===== src/rtl/frame_rate_meter_defines.svh =====
// assertion macros used by the frame rate meter top level
`ifndef FRAME_RATE_METER_DEFINES_SVH
`define FRAME_RATE_METER_DEFINES_SVH

// antecedent implies consequent in the same cycle, sampled on clk, off during reset
`define FRM_ASSERT_IMP(lbl, ante, cons, msg) \
    lbl: assert property (@(posedge clk) disable iff (!rst_n) (ante) |-> (cons)) \
        else $error(msg);

// antecedent implies consequent in the following cycle
`define FRM_ASSERT_NXT(lbl, ante, cons, msg) \
    lbl: assert property (@(posedge clk) disable iff (!rst_n) (ante) |=> (cons)) \
        else $error(msg);

`endif


===== src/rtl/frm_pkg.sv =====
// shared types, constants and widths of the frame rate meter
package frm_pkg;

    localparam int DELTA_W    = 20;
    localparam int WIN_W      = 20;
    localparam int HCNT_W     = 7;
    localparam int CNT_W      = 20;
    localparam int ACC_W      = 21;
    localparam int RATE_W     = 24;
    localparam int US_W       = 20;
    localparam int PROD_W     = CNT_W + US_W;
    localparam int CFG_IDX_W  = 1;
    localparam int CFG_DATA_W = 20;

    localparam int HISTORY_DEPTH_DEF  = 64;
    localparam int RATE_FRAC_BITS_DEF = 8;

    localparam logic [US_W-1:0]   US_PER_SECOND = US_W'(1000000);
    localparam logic [CNT_W-1:0]  CNT_MAX       = '1;
    localparam logic [RATE_W-1:0] RATE_MAX      = '1;
    localparam logic [WIN_W-1:0]  WIN_RESET     = WIN_W'(33333);
    localparam logic [HCNT_W-1:0] HCNT_RESET    = HCNT_W'(60);

    typedef enum logic [CFG_IDX_W-1:0] {
        CFG_WINDOW_US,
        CFG_HISTORY_COUNT
    } cfg_idx_t;

    typedef enum logic {
        DIV_SEL_RATE,
        DIV_SEL_MEAN
    } div_sel_t;

    typedef enum logic [3:0] {
        ST_IDLE,
        ST_CHECK,
        ST_MUL,
        ST_RATE_GO,
        ST_RATE_WAIT,
        ST_PUSH,
        ST_MEAN_GO,
        ST_MEAN_WAIT,
        ST_DELIVER
    } state_t;

    typedef struct packed {
        logic     accum;
        logic     mul;
        logic     div_start;
        div_sel_t div_sel;
        logic     push;
        logic     load_out;
    } ctrl_cmd_t;

    typedef struct packed {
        logic window_closed;
        logic div_busy;
    } ctrl_sts_t;

endpackage


===== src/rtl/frm_if.sv =====
// channel interfaces: frame time input, rate result output, register write

interface frm_in_if;
    logic                          valid;
    logic                          ready;
    logic [frm_pkg::DELTA_W-1:0]   frame_delta_us;

    modport source (output valid, output frame_delta_us, input ready);
    modport sink   (input valid, input frame_delta_us, output ready);
endinterface

interface frm_out_if;
    logic                        valid;
    logic                        ready;
    logic [frm_pkg::RATE_W-1:0]  current_rate;
    logic [frm_pkg::RATE_W-1:0]  min_rate;
    logic [frm_pkg::RATE_W-1:0]  max_rate;
    logic [frm_pkg::RATE_W-1:0]  mean_rate;

    modport source (output valid, output current_rate, output min_rate,
                    output max_rate, output mean_rate, input ready);
    modport sink   (input valid, input current_rate, input min_rate,
                    input max_rate, input mean_rate, output ready);
endinterface

interface frm_cfg_if;
    logic                            valid;
    logic                            ready;
    logic [frm_pkg::CFG_IDX_W-1:0]   index;
    logic [frm_pkg::CFG_DATA_W-1:0]  data;

    modport source (output valid, output index, output data, input ready);
    modport sink   (input valid, input index, input data, output ready);
endinterface


===== src/rtl/frm_divider.sv =====
// restoring divider, one quotient bit per cycle, shared by rate and mean
module frm_divider #(
    parameter int NUM_W = 48,
    parameter int DEN_W = 21
) (
    input  logic                          clk,
    input  logic                          rst_n,
    input  logic                          start,
    input  logic [$clog2(NUM_W+1)-1:0]    iters,
    input  logic [NUM_W-1:0]              num,
    input  logic [DEN_W-1:0]              den,
    output logic                          busy,
    output logic [NUM_W-1:0]              quot
);

    localparam int ITER_W = $clog2(NUM_W + 1);

    logic [ITER_W-1:0] count_reg;
    logic [NUM_W-1:0]  q_reg;
    logic [DEN_W-1:0]  rem_reg;
    logic [DEN_W-1:0]  den_reg;

    logic [DEN_W:0]    rem_shift;
    logic [DEN_W:0]    diff;
    logic              fits;

    always_comb
    begin
        rem_shift = {rem_reg, q_reg[NUM_W-1]};
        diff      = rem_shift - {1'b0, den_reg};
        fits      = (rem_shift >= {1'b0, den_reg});
    end

    always_ff @(posedge clk or negedge rst_n)
    begin
        if (!rst_n)
        begin
            count_reg <= '0;
        end
        else if (start)
        begin
            count_reg <= iters;
        end
        else if (count_reg != '0)
        begin
            count_reg <= count_reg - 1'b1;
        end
    end

    always_ff @(posedge clk)
    begin
        if (start)
        begin
            q_reg   <= num;
            rem_reg <= '0;
            den_reg <= den;
        end
        else if (count_reg != '0)
        begin
            q_reg   <= {q_reg[NUM_W-2:0], fits};
            rem_reg <= fits ? diff[DEN_W-1:0] : rem_shift[DEN_W-1:0];
        end
    end

    assign busy = (count_reg != '0);
    assign quot = q_reg;

endmodule


===== src/rtl/frm_ctrl.sv =====
// sequencer of the frame rate meter
module frm_ctrl (
    input  logic                 clk,
    input  logic                 rst_n,
    input  logic                 in_valid,
    output logic                 in_ready,
    output logic                 out_valid,
    input  logic                 out_ready,
    input  frm_pkg::ctrl_sts_t   sts,
    output frm_pkg::ctrl_cmd_t   cmd
);

    frm_pkg::state_t state_reg;
    frm_pkg::state_t state_next;
    logic            out_valid_reg;
    logic            out_valid_next;
    logic            slot_free;

    assign slot_free = !out_valid_reg || out_ready;

    always_comb
    begin
        state_next = state_reg;
        unique case (state_reg)
            frm_pkg::ST_IDLE:      if (in_valid) state_next = frm_pkg::ST_CHECK;
            frm_pkg::ST_CHECK:     state_next = sts.window_closed ? frm_pkg::ST_MUL
                                                                  : frm_pkg::ST_IDLE;
            frm_pkg::ST_MUL:       state_next = frm_pkg::ST_RATE_GO;
            frm_pkg::ST_RATE_GO:   state_next = frm_pkg::ST_RATE_WAIT;
            frm_pkg::ST_RATE_WAIT: if (!sts.div_busy) state_next = frm_pkg::ST_PUSH;
            frm_pkg::ST_PUSH:      state_next = frm_pkg::ST_MEAN_GO;
            frm_pkg::ST_MEAN_GO:   state_next = frm_pkg::ST_MEAN_WAIT;
            frm_pkg::ST_MEAN_WAIT: if (!sts.div_busy) state_next = frm_pkg::ST_DELIVER;
            frm_pkg::ST_DELIVER:   if (slot_free) state_next = frm_pkg::ST_IDLE;
            default:               state_next = frm_pkg::ST_IDLE;
        endcase
    end

    always_comb
    begin
        cmd          = '0;
        cmd.div_sel  = frm_pkg::DIV_SEL_RATE;
        in_ready     = 1'b0;
        unique case (state_reg)
            frm_pkg::ST_IDLE:
            begin
                in_ready  = 1'b1;
                cmd.accum = in_valid;
            end
            frm_pkg::ST_MUL:     cmd.mul = 1'b1;
            frm_pkg::ST_RATE_GO: cmd.div_start = 1'b1;
            frm_pkg::ST_PUSH:    cmd.push = 1'b1;
            frm_pkg::ST_MEAN_GO:
            begin
                cmd.div_start = 1'b1;
                cmd.div_sel   = frm_pkg::DIV_SEL_MEAN;
            end
            frm_pkg::ST_DELIVER: cmd.load_out = slot_free;
            default:             cmd = '0;
        endcase
    end

    always_comb
    begin
        if (cmd.load_out)
        begin
            out_valid_next = 1'b1;
        end
        else if (out_ready)
        begin
            out_valid_next = 1'b0;
        end
        else
        begin
            out_valid_next = out_valid_reg;
        end
    end

    always_ff @(posedge clk or negedge rst_n)
    begin
        if (!rst_n)
        begin
            state_reg     <= frm_pkg::ST_IDLE;
            out_valid_reg <= 1'b0;
        end
        else
        begin
            state_reg     <= state_next;
            out_valid_reg <= out_valid_next;
        end
    end

    assign out_valid = out_valid_reg;

endmodule


===== src/rtl/frm_datapath.sv =====
// window counters, rate history ring, running sum, min and max, result register
module frm_datapath #(
    parameter int HISTORY_DEPTH  = frm_pkg::HISTORY_DEPTH_DEF,
    parameter int RATE_FRAC_BITS = frm_pkg::RATE_FRAC_BITS_DEF
) (
    input  logic                              clk,
    input  logic                              rst_n,
    input  frm_pkg::ctrl_cmd_t                cmd,
    output frm_pkg::ctrl_sts_t                sts,
    input  logic [frm_pkg::DELTA_W-1:0]       frame_delta_us,
    input  logic                              cfg_we,
    input  logic [frm_pkg::CFG_IDX_W-1:0]     cfg_index,
    input  logic [frm_pkg::CFG_DATA_W-1:0]    cfg_data,
    output logic [frm_pkg::RATE_W-1:0]        current_rate,
    output logic [frm_pkg::RATE_W-1:0]        min_rate,
    output logic [frm_pkg::RATE_W-1:0]        max_rate,
    output logic [frm_pkg::RATE_W-1:0]        mean_rate
);

    localparam int RATE_W     = frm_pkg::RATE_W;
    localparam int ACC_W      = frm_pkg::ACC_W;
    localparam int CNT_W      = frm_pkg::CNT_W;
    localparam int HCNT_W     = frm_pkg::HCNT_W;
    localparam int PROD_W     = frm_pkg::PROD_W;
    localparam int HELD_W     = $clog2(HISTORY_DEPTH + 1);
    localparam int SLOT_W     = (HISTORY_DEPTH > 1) ? $clog2(HISTORY_DEPTH) : 1;
    localparam int SUM_W      = RATE_W + $clog2(HISTORY_DEPTH);
    localparam int OLD_W      = $clog2(2 * HISTORY_DEPTH);
    localparam int CMP_W      = (HCNT_W > HELD_W) ? HCNT_W : HELD_W;
    localparam int RNUM_W     = PROD_W + RATE_FRAC_BITS;
    localparam int NUM_W      = (RNUM_W > SUM_W) ? RNUM_W : SUM_W;
    localparam int DEN_W      = (ACC_W > HELD_W) ? ACC_W : HELD_W;
    localparam int ITER_W     = $clog2(NUM_W + 1);

    // configuration
    logic [frm_pkg::WIN_W-1:0] window_us_reg;
    logic [HCNT_W-1:0]         history_count_reg;

    // window and history state
    logic [CNT_W-1:0]  frames_reg, frames_next;
    logic [ACC_W-1:0]  acc_reg, acc_next;
    logic [HELD_W-1:0] held_reg, held_next;
    logic [SLOT_W-1:0] slot_reg, slot_next;
    logic [SUM_W-1:0]  sum_reg, sum_next;
    logic [RATE_W-1:0] low_reg, high_reg;

    // payload
    logic [PROD_W-1:0] prod_reg;
    logic [ACC_W-1:0]  den_reg;
    logic [RATE_W-1:0] oldest_reg;
    logic [RATE_W-1:0] rate_reg;
    logic [RATE_W-1:0] cur_out_reg, min_out_reg, max_out_reg, mean_out_reg;
    logic [RATE_W-1:0] hist_mem [HISTORY_DEPTH];

    logic [CMP_W-1:0]  hc_ext;
    logic [HELD_W-1:0] limit;
    logic              drop;
    logic [OLD_W-1:0]  old_raw;
    logic [OLD_W-1:0]  old_idx;
    logic [RATE_W-1:0] rate_sat;

    logic              div_busy;
    logic [NUM_W-1:0]  div_num;
    logic [DEN_W-1:0]  div_den;
    logic [ITER_W-1:0] div_iters;
    logic [NUM_W-1:0]  div_quot;

    // history limit, clamped to one .. depth
    always_comb
    begin
        hc_ext = CMP_W'(history_count_reg);
        if (hc_ext == '0)
        begin
            limit = HELD_W'(1);
        end
        else if (hc_ext > CMP_W'(HISTORY_DEPTH))
        begin
            limit = HELD_W'(HISTORY_DEPTH);
        end
        else
        begin
            limit = HELD_W'(hc_ext);
        end
        drop = (held_reg >= limit);
    end

    // oldest held slot, modulo depth
    always_comb
    begin
        old_raw = OLD_W'(slot_reg) + OLD_W'(HISTORY_DEPTH) - OLD_W'(held_reg);
        if (old_raw >= OLD_W'(HISTORY_DEPTH))
        begin
            old_idx = old_raw - OLD_W'(HISTORY_DEPTH);
        end
        else
        begin
            old_idx = old_raw;
        end
    end

    assign rate_sat = (div_quot[NUM_W-1:RATE_W] != '0) ? frm_pkg::RATE_MAX
                                                       : div_quot[RATE_W-1:0];

    // divider operands; the mean numerator is left-aligned so it needs fewer steps
    always_comb
    begin
        if (cmd.div_sel == frm_pkg::DIV_SEL_RATE)
        begin
            div_num   = NUM_W'(prod_reg) << RATE_FRAC_BITS;
            div_den   = DEN_W'(den_reg);
            div_iters = ITER_W'(NUM_W);
        end
        else
        begin
            div_num   = NUM_W'(sum_reg) << (NUM_W - SUM_W);
            div_den   = DEN_W'(held_reg);
            div_iters = ITER_W'(SUM_W);
        end
    end

    frm_divider #(
        .NUM_W (NUM_W),
        .DEN_W (DEN_W)
    ) u_div (
        .clk   (clk),
        .rst_n (rst_n),
        .start (cmd.div_start),
        .iters (div_iters),
        .num   (div_num),
        .den   (div_den),
        .busy  (div_busy),
        .quot  (div_quot)
    );

    always_comb
    begin
        frames_next = frames_reg;
        acc_next    = acc_reg;
        if (cmd.accum)
        begin
            if (frames_reg != frm_pkg::CNT_MAX)
            begin
                frames_next = frames_reg + 1'b1;
            end
            acc_next = acc_reg + ACC_W'(frame_delta_us);
        end
        else if (cmd.mul)
        begin
            frames_next = '0;
            acc_next    = '0;
        end
    end

    always_comb
    begin
        held_next = held_reg;
        slot_next = slot_reg;
        sum_next  = sum_reg;
        if (cmd.push)
        begin
            sum_next  = sum_reg - (drop ? SUM_W'(oldest_reg) : SUM_W'(0)) + SUM_W'(rate_sat);
            held_next = drop ? held_reg : held_reg + 1'b1;
            slot_next = (slot_reg == SLOT_W'(HISTORY_DEPTH - 1)) ? SLOT_W'(0)
                                                                 : slot_reg + 1'b1;
        end
        if (cfg_we && (cfg_index == frm_pkg::CFG_HISTORY_COUNT))
        begin
            held_next = '0;
            slot_next = '0;
            sum_next  = '0;
        end
    end

    always_ff @(posedge clk or negedge rst_n)
    begin
        if (!rst_n)
        begin
            window_us_reg     <= frm_pkg::WIN_RESET;
            history_count_reg <= frm_pkg::HCNT_RESET;
            frames_reg        <= '0;
            acc_reg           <= '0;
            held_reg          <= '0;
            slot_reg          <= '0;
            sum_reg           <= '0;
            low_reg           <= frm_pkg::RATE_MAX;
            high_reg          <= '0;
        end
        else
        begin
            if (cfg_we)
            begin
                unique case (cfg_index)
                    frm_pkg::CFG_WINDOW_US:     window_us_reg <= cfg_data;
                    frm_pkg::CFG_HISTORY_COUNT: history_count_reg <= cfg_data[HCNT_W-1:0];
                    default:                    window_us_reg <= window_us_reg;
                endcase
            end
            frames_reg <= frames_next;
            acc_reg    <= acc_next;
            held_reg   <= held_next;
            slot_reg   <= slot_next;
            sum_reg    <= sum_next;
            if (cmd.push)
            begin
                if (rate_sat < low_reg)
                begin
                    low_reg <= rate_sat;
                end
                if (rate_sat > high_reg)
                begin
                    high_reg <= rate_sat;
                end
            end
        end
    end

    always_ff @(posedge clk)
    begin
        if (cmd.mul)
        begin
            prod_reg   <= frames_reg * frm_pkg::US_PER_SECOND;
            den_reg    <= acc_reg;
            oldest_reg <= hist_mem[SLOT_W'(old_idx)];
        end
        if (cmd.push)
        begin
            hist_mem[slot_reg] <= rate_sat;
            rate_reg           <= rate_sat;
        end
        if (cmd.load_out)
        begin
            cur_out_reg  <= rate_reg;
            min_out_reg  <= low_reg;
            max_out_reg  <= high_reg;
            mean_out_reg <= div_quot[RATE_W-1:0];
        end
    end

    assign sts.window_closed = (acc_reg >= ACC_W'(window_us_reg));
    assign sts.div_busy      = div_busy;

    assign current_rate = cur_out_reg;
    assign min_rate     = min_out_reg;
    assign max_rate     = max_out_reg;
    assign mean_rate    = mean_out_reg;

endmodule


===== src/rtl/frame_rate_meter.sv =====
// top level of the frame rate meter: sequencer, datapath and channel glue
//
//  channel  dir  payload                                         handshake
//  frame    in   frame_delta_us[19:0]                            valid / ready
//  result   out  current_rate, min_rate, max_rate, mean_rate     valid / ready
//  cfg      in   index[0], data[19:0]                            valid / ready
//
//  an item that closes no window is accepted and then compared with the window
//  an item that closes a window then goes on through multiply, rate quotient,
//  history push, history mean and delivery; the shared one-bit-per-cycle
//  divider computes the rate quotient, then the history mean
//  a finished result sits in the output register; the next item is taken while
//  it waits, and only the delivery step stalls until that register is free
//  reset is asynchronous, active low; the history memory is not cleared
`include "frame_rate_meter_defines.svh"

module frame_rate_meter #(
    parameter int HISTORY_DEPTH  = frm_pkg::HISTORY_DEPTH_DEF,
    parameter int RATE_FRAC_BITS = frm_pkg::RATE_FRAC_BITS_DEF
) (
    input  logic        clk,
    input  logic        rst_n,
    frm_in_if.sink      frame,
    frm_out_if.source   result,
    frm_cfg_if.sink     cfg
);

    frm_pkg::ctrl_cmd_t cmd;
    frm_pkg::ctrl_sts_t sts;

    // register writes never stall; the user must send them only while the block is idle, the block does not enforce it
    assign cfg.ready = 1'b1;

    // sequencer: owns the input ready and the result valid
    frm_ctrl u_ctrl (
        .clk       (clk),
        .rst_n     (rst_n),
        .in_valid  (frame.valid),
        .in_ready  (frame.ready),
        .out_valid (result.valid),
        .out_ready (result.ready),
        .sts       (sts),
        .cmd       (cmd)
    );

    // datapath: window counters, multiplier, divider, history ring, result register
    frm_datapath #(
        .HISTORY_DEPTH  (HISTORY_DEPTH),
        .RATE_FRAC_BITS (RATE_FRAC_BITS)
    ) u_dp (
        .clk            (clk),
        .rst_n          (rst_n),
        .cmd            (cmd),
        .sts            (sts),
        .frame_delta_us (frame.frame_delta_us),
        .cfg_we         (cfg.valid),
        .cfg_index      (cfg.index),
        .cfg_data       (cfg.data),
        .current_rate   (result.current_rate),
        .min_rate       (result.min_rate),
        .max_rate       (result.max_rate),
        .mean_rate      (result.mean_rate)
    );

    // no new item while a division is still running
    `FRM_ASSERT_IMP(a_accept_div_idle, frame.valid && frame.ready, !sts.div_busy, "item taken during division")

    // the divider is only started when idle
    `FRM_ASSERT_IMP(a_start_div_idle, cmd.div_start, !sts.div_busy, "divider restarted while busy")

    // a result is loaded only into a free output register
    `FRM_ASSERT_IMP(a_load_slot_free, cmd.load_out, !result.valid || result.ready, "result overwritten")

    // a taken result is not shown again unless a new one was loaded
    `FRM_ASSERT_NXT(a_taken_clears, result.valid && result.ready && !cmd.load_out, !result.valid, "result repeated")

endmodule


===== src/flat_wrapper.sv =====
// flat-port wrapper written by rule: the top's interface ports become plain ports
module frame_rate_meter_flat 
#(
    parameter int HISTORY_DEPTH  = frm_pkg::HISTORY_DEPTH_DEF,
    parameter int RATE_FRAC_BITS = frm_pkg::RATE_FRAC_BITS_DEF
)
  (clk, rst_n, frame_valid, frame_frame_delta_us, frame_ready, result_valid, result_current_rate, result_min_rate, result_max_rate, result_mean_rate, result_ready, cfg_valid, cfg_index, cfg_data, cfg_ready);
  frm_in_if frame_i ();
  frm_out_if result_i ();
  frm_cfg_if cfg_i ();
  input  logic clk;
  input  logic rst_n;
  input wire logic [$bits(frame_i.valid)-1:0] frame_valid;
  input wire logic [$bits(frame_i.frame_delta_us)-1:0] frame_frame_delta_us;
  output wire logic [$bits(frame_i.ready)-1:0] frame_ready;
  output wire logic [$bits(result_i.valid)-1:0] result_valid;
  output wire logic [$bits(result_i.current_rate)-1:0] result_current_rate;
  output wire logic [$bits(result_i.min_rate)-1:0] result_min_rate;
  output wire logic [$bits(result_i.max_rate)-1:0] result_max_rate;
  output wire logic [$bits(result_i.mean_rate)-1:0] result_mean_rate;
  input wire logic [$bits(result_i.ready)-1:0] result_ready;
  input wire logic [$bits(cfg_i.valid)-1:0] cfg_valid;
  input wire logic [$bits(cfg_i.index)-1:0] cfg_index;
  input wire logic [$bits(cfg_i.data)-1:0] cfg_data;
  output wire logic [$bits(cfg_i.ready)-1:0] cfg_ready;
  assign frame_i.valid = frame_valid;
  assign frame_i.frame_delta_us = frame_frame_delta_us;
  assign frame_ready = frame_i.ready;
  assign result_valid = result_i.valid;
  assign result_current_rate = result_i.current_rate;
  assign result_min_rate = result_i.min_rate;
  assign result_max_rate = result_i.max_rate;
  assign result_mean_rate = result_i.mean_rate;
  assign result_i.ready = result_ready;
  assign cfg_i.valid = cfg_valid;
  assign cfg_i.index = cfg_index;
  assign cfg_i.data = cfg_data;
  assign cfg_ready = cfg_i.ready;
  frame_rate_meter #(.HISTORY_DEPTH(HISTORY_DEPTH), .RATE_FRAC_BITS(RATE_FRAC_BITS)) u_core (.clk(clk), .rst_n(rst_n), .frame(frame_i), .result(result_i), .cfg(cfg_i));
endmodule

===== config.mk =====
export PLATFORM = sky130hd
export DESIGN_NAME = frame_rate_meter_flat
export DESIGN_NICKNAME = d
export VERILOG_FILES = /design/src/rtl/frm_pkg.sv /design/src/rtl/frm_if.sv /design/src/rtl/frm_divider.sv /design/src/rtl/frm_ctrl.sv /design/src/rtl/frm_datapath.sv /design/src/rtl/frame_rate_meter.sv /design/src/flat_wrapper.sv
export VERILOG_INCLUDE_DIRS = /design/src /design/src/rtl
export SDC_FILE = /design/constraint.sdc
export NUM_CORES = 2
export LEC_CHECK = 0
export ABC_CLOCK_PERIOD_IN_PS = 8600
export BUFFER_PORTS_ARGS = -buffer_cell sky130_fd_sc_hd__buf_4
export CORE_MARGIN = 1.5
export CORE_UTILIZATION = 62
export CTS_BUF_LIST = sky130_fd_sc_hd__clkbuf_8
export DETAILED_ROUTE_END_ITERATION = 10
export PLACE_DENSITY = 0.79
export SYNTH_ARGS = -nofsm -noshare
export SYNTH_HDL_FRONTEND = slang
export SYNTH_SLANG_ARGS = --single-unit
export TNS_END_PERCENT = 1

===== constraint.sdc =====
create_clock -name clk -period 8.6 [get_ports clk]
set_clock_uncertainty 0.2 [all_clocks]
set_input_delay 0.86 -clock clk [delete_from_list [all_inputs] [get_ports clk]]
set_output_delay 0.86 -clock clk [all_outputs]
set_load 0.1 [all_outputs]

After elaboration in Yosys (flattened, before gate mapping)

Memory sizes are Yosys's and may differ from the RTL's. A register that Yosys moved wholly into a read port is not among the register bits.
Cells that the tools add are included.

Register bits after elaboration: 435
Memory bits (writable): 1,536
Input bits: 46
Output and inout port bits: 99
Word-level logic and storage cells: 122
Memories: 1

Memory list:

| name                 | depth | bits a word | read ports | clocked after memory_dff | wr ports | RTL line           | RTL |
|---|---|---|---|---|---|---|---|
| u_core.u_dp.hist_mem | 64    | 24          | 1          | 1                        | 1        | frm_datapath.sv:53 | `logic [RATE_W-1:0] hist_mem [HISTORY_DEPTH];` |

$add $sub $neg: 11
$mul: 1
Magnitude comparators: 7
Equal/unequal tests: 16
Mux-type cells: 43
Bitwise logic cells: 1
Reductions and logical operators: 19

Operator list:

| kind                   | number |
|---|---|
| $mux 48                | 3 |
| $mux 21                | 3 |
| $mux 20                | 3 |
| $mux 30                | 2 |
| $mux 24                | 2 |
| $mux 6                 | 7 |
| $mux 7                 | 6 |
| $pmux 4 s9             | 1 |
| $mul 20x14->34 const B | 1 |
| $add 30x24->30         | 1 |
| $sub 30x24->30         | 1 |
| $gt 24x24->1           | 1 |
| $lt 24x24->1           | 1 |
| $reduce_bool 24->1     | 1 |
| $ge 22x21->1           | 1 |
| $add 21x20->21         | 1 |
| $ge 21x20->1           | 1 |
| $sub 21x21->21         | 1 |
| $add 20x1->20 const B  | 1 |
| $ne 20x20->1 const B   | 1 |
| $eq 4x3->1 const B     | 4 |
| $mux 4                 | 4 |
| $reduce_and 2->1       | 6 |
| $sub 6x1->6 const B    | 2 |
| 25 further kinds       | 43 |

Logic depth before layout (Yosys ltp)

Depth in word-level cells: 9
Mapped depth: 27

By module

Synthesis repeated with hierarchy kept, for this count alone.

Cell total of the unflattened synthesis: 4,891
Area total of the unflattened synthesis: 87,171.1 sq um

By module, submodules not included:

| module           | instances | cells an instance | area each (sq um) | seq. area each (sq um) |
|---|---|---|---|---|
| frm_datapath     | 1         | 4,405             | 81,663.3          | 56,121.3 |
| frm_divider      | 1         | 446               | 5,156.2           | 2,642.5 |
| frm_ctrl         | 1         | 38                | 340.3             | 125.1 |
| frame_rate_meter | 1         | 2                 | 11.3              | 0.0 |

Worst setup path before layout

No wires, ideal clock.

Path type: input port to flip-flop
Start point: in result_ready
End point: reg u_core.u_dp.cur_out_reg[0], in the netlist u_core.u_dp.current_rate[0], enable pin
Library setup time: 561 ps
Data arrival time: 5,243 ps
Data required time: 7,839 ps
Slack: 2,596 ps
Cell stages on the path: 2
Path buffers: 0
Path through: nand2b_1 -> nor2b_1

Word-level cells in the longest chain between the ends: 2

Ends and longest elaborated chain:

| element              | RTL line            | RTL |
|---|---|---|
| from (decl)          | flat_wrapper.sv:21  | `input wire logic [$bits(result_i.ready)-1:0] result_ready;` |
| $logic_or 1x1->1     | frm_ctrl.sv:19      | `assign slot_free = !out_valid_reg \|\| out_ready;` |
| $mux 1               | frm_ctrl.sv:44      | `unique case (state_reg)` |
| to (signal assigned) | frm_datapath.sv:232 | `cur_out_reg <= rate_reg;` |
| to (decl)            | frm_datapath.sv:52  | `logic [RATE_W-1:0] cur_out_reg, min_out_reg, max_out_reg, mean_out_reg;` |

No other way between the ends.
A chain may end at the register's enable or synchronous reset.

Worst setup path in the final report

Start point: reg u_core.u_dp.frames_reg[2]
End point: reg u_core.u_dp.prod_reg[36], data pin

Word-level cells in the longest chain between the ends: 1

Ends and longest elaborated chain:

| element                | RTL line            | RTL |
|---|---|---|
| from (decl)            | frm_datapath.sv:40  | `logic [CNT_W-1:0] frames_reg, frames_next;` |
| from (signal assigned) | frm_datapath.sv:198 | `frames_reg <= frames_next;` |
| $mul 20x14->34         | frm_datapath.sv:221 | `prod_reg <= frames_reg * frm_pkg::US_PER_SECOND;` |
| to (signal assigned)   | frm_datapath.sv:221 |  |
| to (decl)              | frm_datapath.sv:48  | `logic [PROD_W-1:0] prod_reg;` |

No other way between the ends.

==> metrics.cfg <==
[floorplan]
core_sq_um=138000
start_util=0.627
ios=145
rows=136
dieHeight_microns=377
dieArea_sq_um=142000
dieWidth_microns=377

[grt]
grt_pass1_wl_microns=310000
global_route.usage.total=0.301
overflow=0
grt_pass1_vias=48200
antenna_found_initial=6
grt_max_degree=121

[power_and_ir_drop]
power_density_nw_per_um2=304
total_power_w=0.0292
pwr-share-clk=0.250
ir_drop_mv=0.272
power.internal_w=0.0194
p_comb_frac=0.347
seqPwrFrac=0.402
swShare=0.338
p_leak_nw=30.2
p_sw_w=0.00988

[setup_path]
worst_r2r_endpoint=u_core.u_dp.prod_reg[36]
cp.arrival_ns=6.93
required_ns=9.12
worst_path_most_repeated_cell=fa_1
cp_slowest_stage_delay_ns=0.52
crit_fanout=8
end_kind=flip-flop
worstSetupPathType=reg2reg
cp.buffers_inverters=4
reg2regPathDepth=20
regToRegSetupSlack_ns=2.19
crit_family=adder cells
startpoint_type=flip-flop
path_cells=inv_1 > fa_1 > fa_1 > inv_1 > fa_1 > fa_1 > ha_1 > inv_1 > fa_1 > inv_1 > ha_1 > a21o_1 > a21o_1 > a2111oi_0 > o211ai_1 > a21oi_1 > o31ai_1 > a21oi_1 > mux2i_1 > nand3_1
worstReg2RegStart=u_core.u_dp.frames_reg[2]
cp_slowest_cell=dfrtp_1

[synth]
ys_ff_latch=1995
syn_inst=4903
syn_nets=5339
synthFlopType=edfxtp_1
synth_area_per_cell_sq_um=17.7
ys_async_sr_fraction=0.0852
ys_types=87
yosys_warnings=0
syn_area_sq_um=86600
seq_area_frac_synth=0.680
synth_edf_count=1804

[placed_design]
dp_hpwl_microns=126000
io_buffers=143
place.gp.congestion=0.890

[finish]
largest_reg_flops=1536
layout.nets=5758
n_fill_cell=8353
final_common_cell=edfxtp_1
drive_gt1_frac=0.235
final_cell_mix=edfxtp_1 (1804), mux4_2 (480), inv_1 (447)
synthToLayoutAreaGrowth_pct=11.3

[timing]
fin_crit_ns=6.41
timing.fmax_mhz=156
tightest_slew_ns=1.27
final.setup.tns_ns=0
relSlewSlack=0.153
holdWs_ns=0.153
finalHoldViolations=0
rsz0062_at_grt=false
setup_viol=0
maxSlewViolCount=0
final.period_utilization=0.745

[route]
wl_per_cell_microns=28.3
ant_nets=0
drt-total-wl_microns=209000
drc_errors=0
firstDrtPassIters=7
routed_via_density=6.40
drtIter0Drc=5489
via_count=47400

[clock_tree]
cts_hold_buf=24
clock_latency_ns=1.03
numCtsBuffers=324
clockBufferDepth=4
post_cts_resized=0
clock_sinks=1995
cts_root_buf=clkbuf_8
htreeDepth=5
clk_pin_slew_worst_paths_ns=0.07
cts_tree=built
post_cts_buffers=0

[hold_path]
min_to=u_core.u_dp.acc_reg[19]
holdPathStages=4
worstHoldStart=frame_frame_delta_us[19]
hp-class=in2reg

[outcome]
status=completed

[flow_run]
timing.max_cap.violations=0

cells in the mapped netlist, drive strengths merged (5+ instances only):
cell     count  share of area
nor2       217         0.0094
o21a        17         0.0016
a221o       28         0.0032
nor2b       57         0.0041
o21ai      130         0.0076
o31ai       15         0.0014
clkbuf     133         0.0058
fa         102          0.024
mux2i       83         0.0096
a2111oi      7         0.0010
or3         33         0.0024
and3        13        0.00094
mux4       480           0.12
nand2b      22         0.0016
xnor2       79         0.0080
dfrtp      136          0.039
edfxtp    1804           0.63
a21o        67         0.0058
nand2      181         0.0078
inv        363          0.016
nand3       59         0.0034
o2111ai      5        0.00051
nor3        22         0.0014
ha         288          0.042
nand4       22         0.0016
buf         67         0.0042
a22o         6        0.00061
o21bai       9        0.00078
and2        51         0.0037
dfstp       34          0.010
a41oi        7        0.00080
xor2        29         0.0029
a21oi      170          0.010
a211oi      48         0.0043
a211o        5        0.00051
and4         5        0.00051
o211ai      11        0.00095
nor4        12         0.0012
a31oi        9        0.00065
dfxtp       21         0.0049
nand3b       6        0.00052
cell families after synthesis:
family / synth area share
flip-flops: 0.680
AND/OR/NAND/NOR: 0.0396
AO/OA/AOI/OAI: 0.0434
multiplexers: 0.135
buffers and inverters: 0.0257
adder cells (fa/ha/maj): 0.0652
XOR/XNOR: 0.0109
other: 0.0000433
per-stage QoR:
stage | instances | utilization | setup WS, ns | cell area, sq um
finish | 7408 | 0.698 | 2.19 | 96300
floorplan | 4903 | - | 2.60 | 86600
detailed placement | 6835 | 0.655 | 2.20 | 90400
global route | 7407 | 0.698 | 1.81 | 96300
global placement | 6835 | 0.655 | 2.31 | 90400
CTS | 7406 | 0.698 | 2.15 | 96300
per-layer routing:
| metal | GRT usage | routed length (microns) | part of all wire |
|---|---|---|---|
| met5 | 0 | 44 | 0.00021 |
| met4 | 0.122 | 8230 | 0.039 |
| met3 | 0.0612 | 20000 | 0.095 |
| met2 | 0.488 | 103000 | 0.49 |
| met1 | 0.405 | 78400 | 0.37 |
worst max-delay path by stage:
stage,from,end,slack (ns),cells past startpoint
2_1_floorplan,result_ready,u_core.u_dp.current_rate[0],2.60,2
3_3_place_gp,u_core.u_dp.frames_reg[2],u_core.u_dp.prod_reg[36],2.31,20
3_5_place_dp,u_core.u_dp.frames_reg[2],u_core.u_dp.prod_reg[36],2.20,20
4_1_cts,u_core.u_dp.frames_reg[2],u_core.u_dp.prod_reg[36],2.15,20
5_1_grt,u_core.u_dp.frames_reg[2],u_core.u_dp.prod_reg[36],1.81,20
6_report,u_core.u_dp.frames_reg[2],u_core.u_dp.prod_reg[36],2.19,20
power by group through the flow:
stage	Clock [W]	Sequential [W]	Combinational, W
2_1_floorplan	0	0.0117	0.00761
3_3_place_gp	0	0.0119	0.00996
3_5_place_dp	0	0.0119	0.0101
4_1_cts	0.00742	0.0118	0.0102
5_1_grt	0.00784	0.0118	0.0112
6_report	0.00731	0.0118	0.0102
worst register-to-register path: cells and delay by family, from the launching register on:
kind            cells  cell delay (ns)
compound gates      7             1.73
fa+ha+maj           7             3.07
buf+inv             4             0.31
flops               1             0.52
mux                 1             0.21
simple gates        1             0.08
final cells by class:
cell class	count	area, sq um	area share
flip-flops and latches	1995	58900	0.611
multi-input cells	2345	25700	0.267
clock buffers	345	4750	0.0493
repair buffers	293	2350	0.0244
well taps	1863	2330	0.0242
inverters	363	1370	0.0142
clock inverters	202	877	0.00911
diodes	2	5.00	0.0000520
No activity file was read; power rests on OpenSTA's default activity.
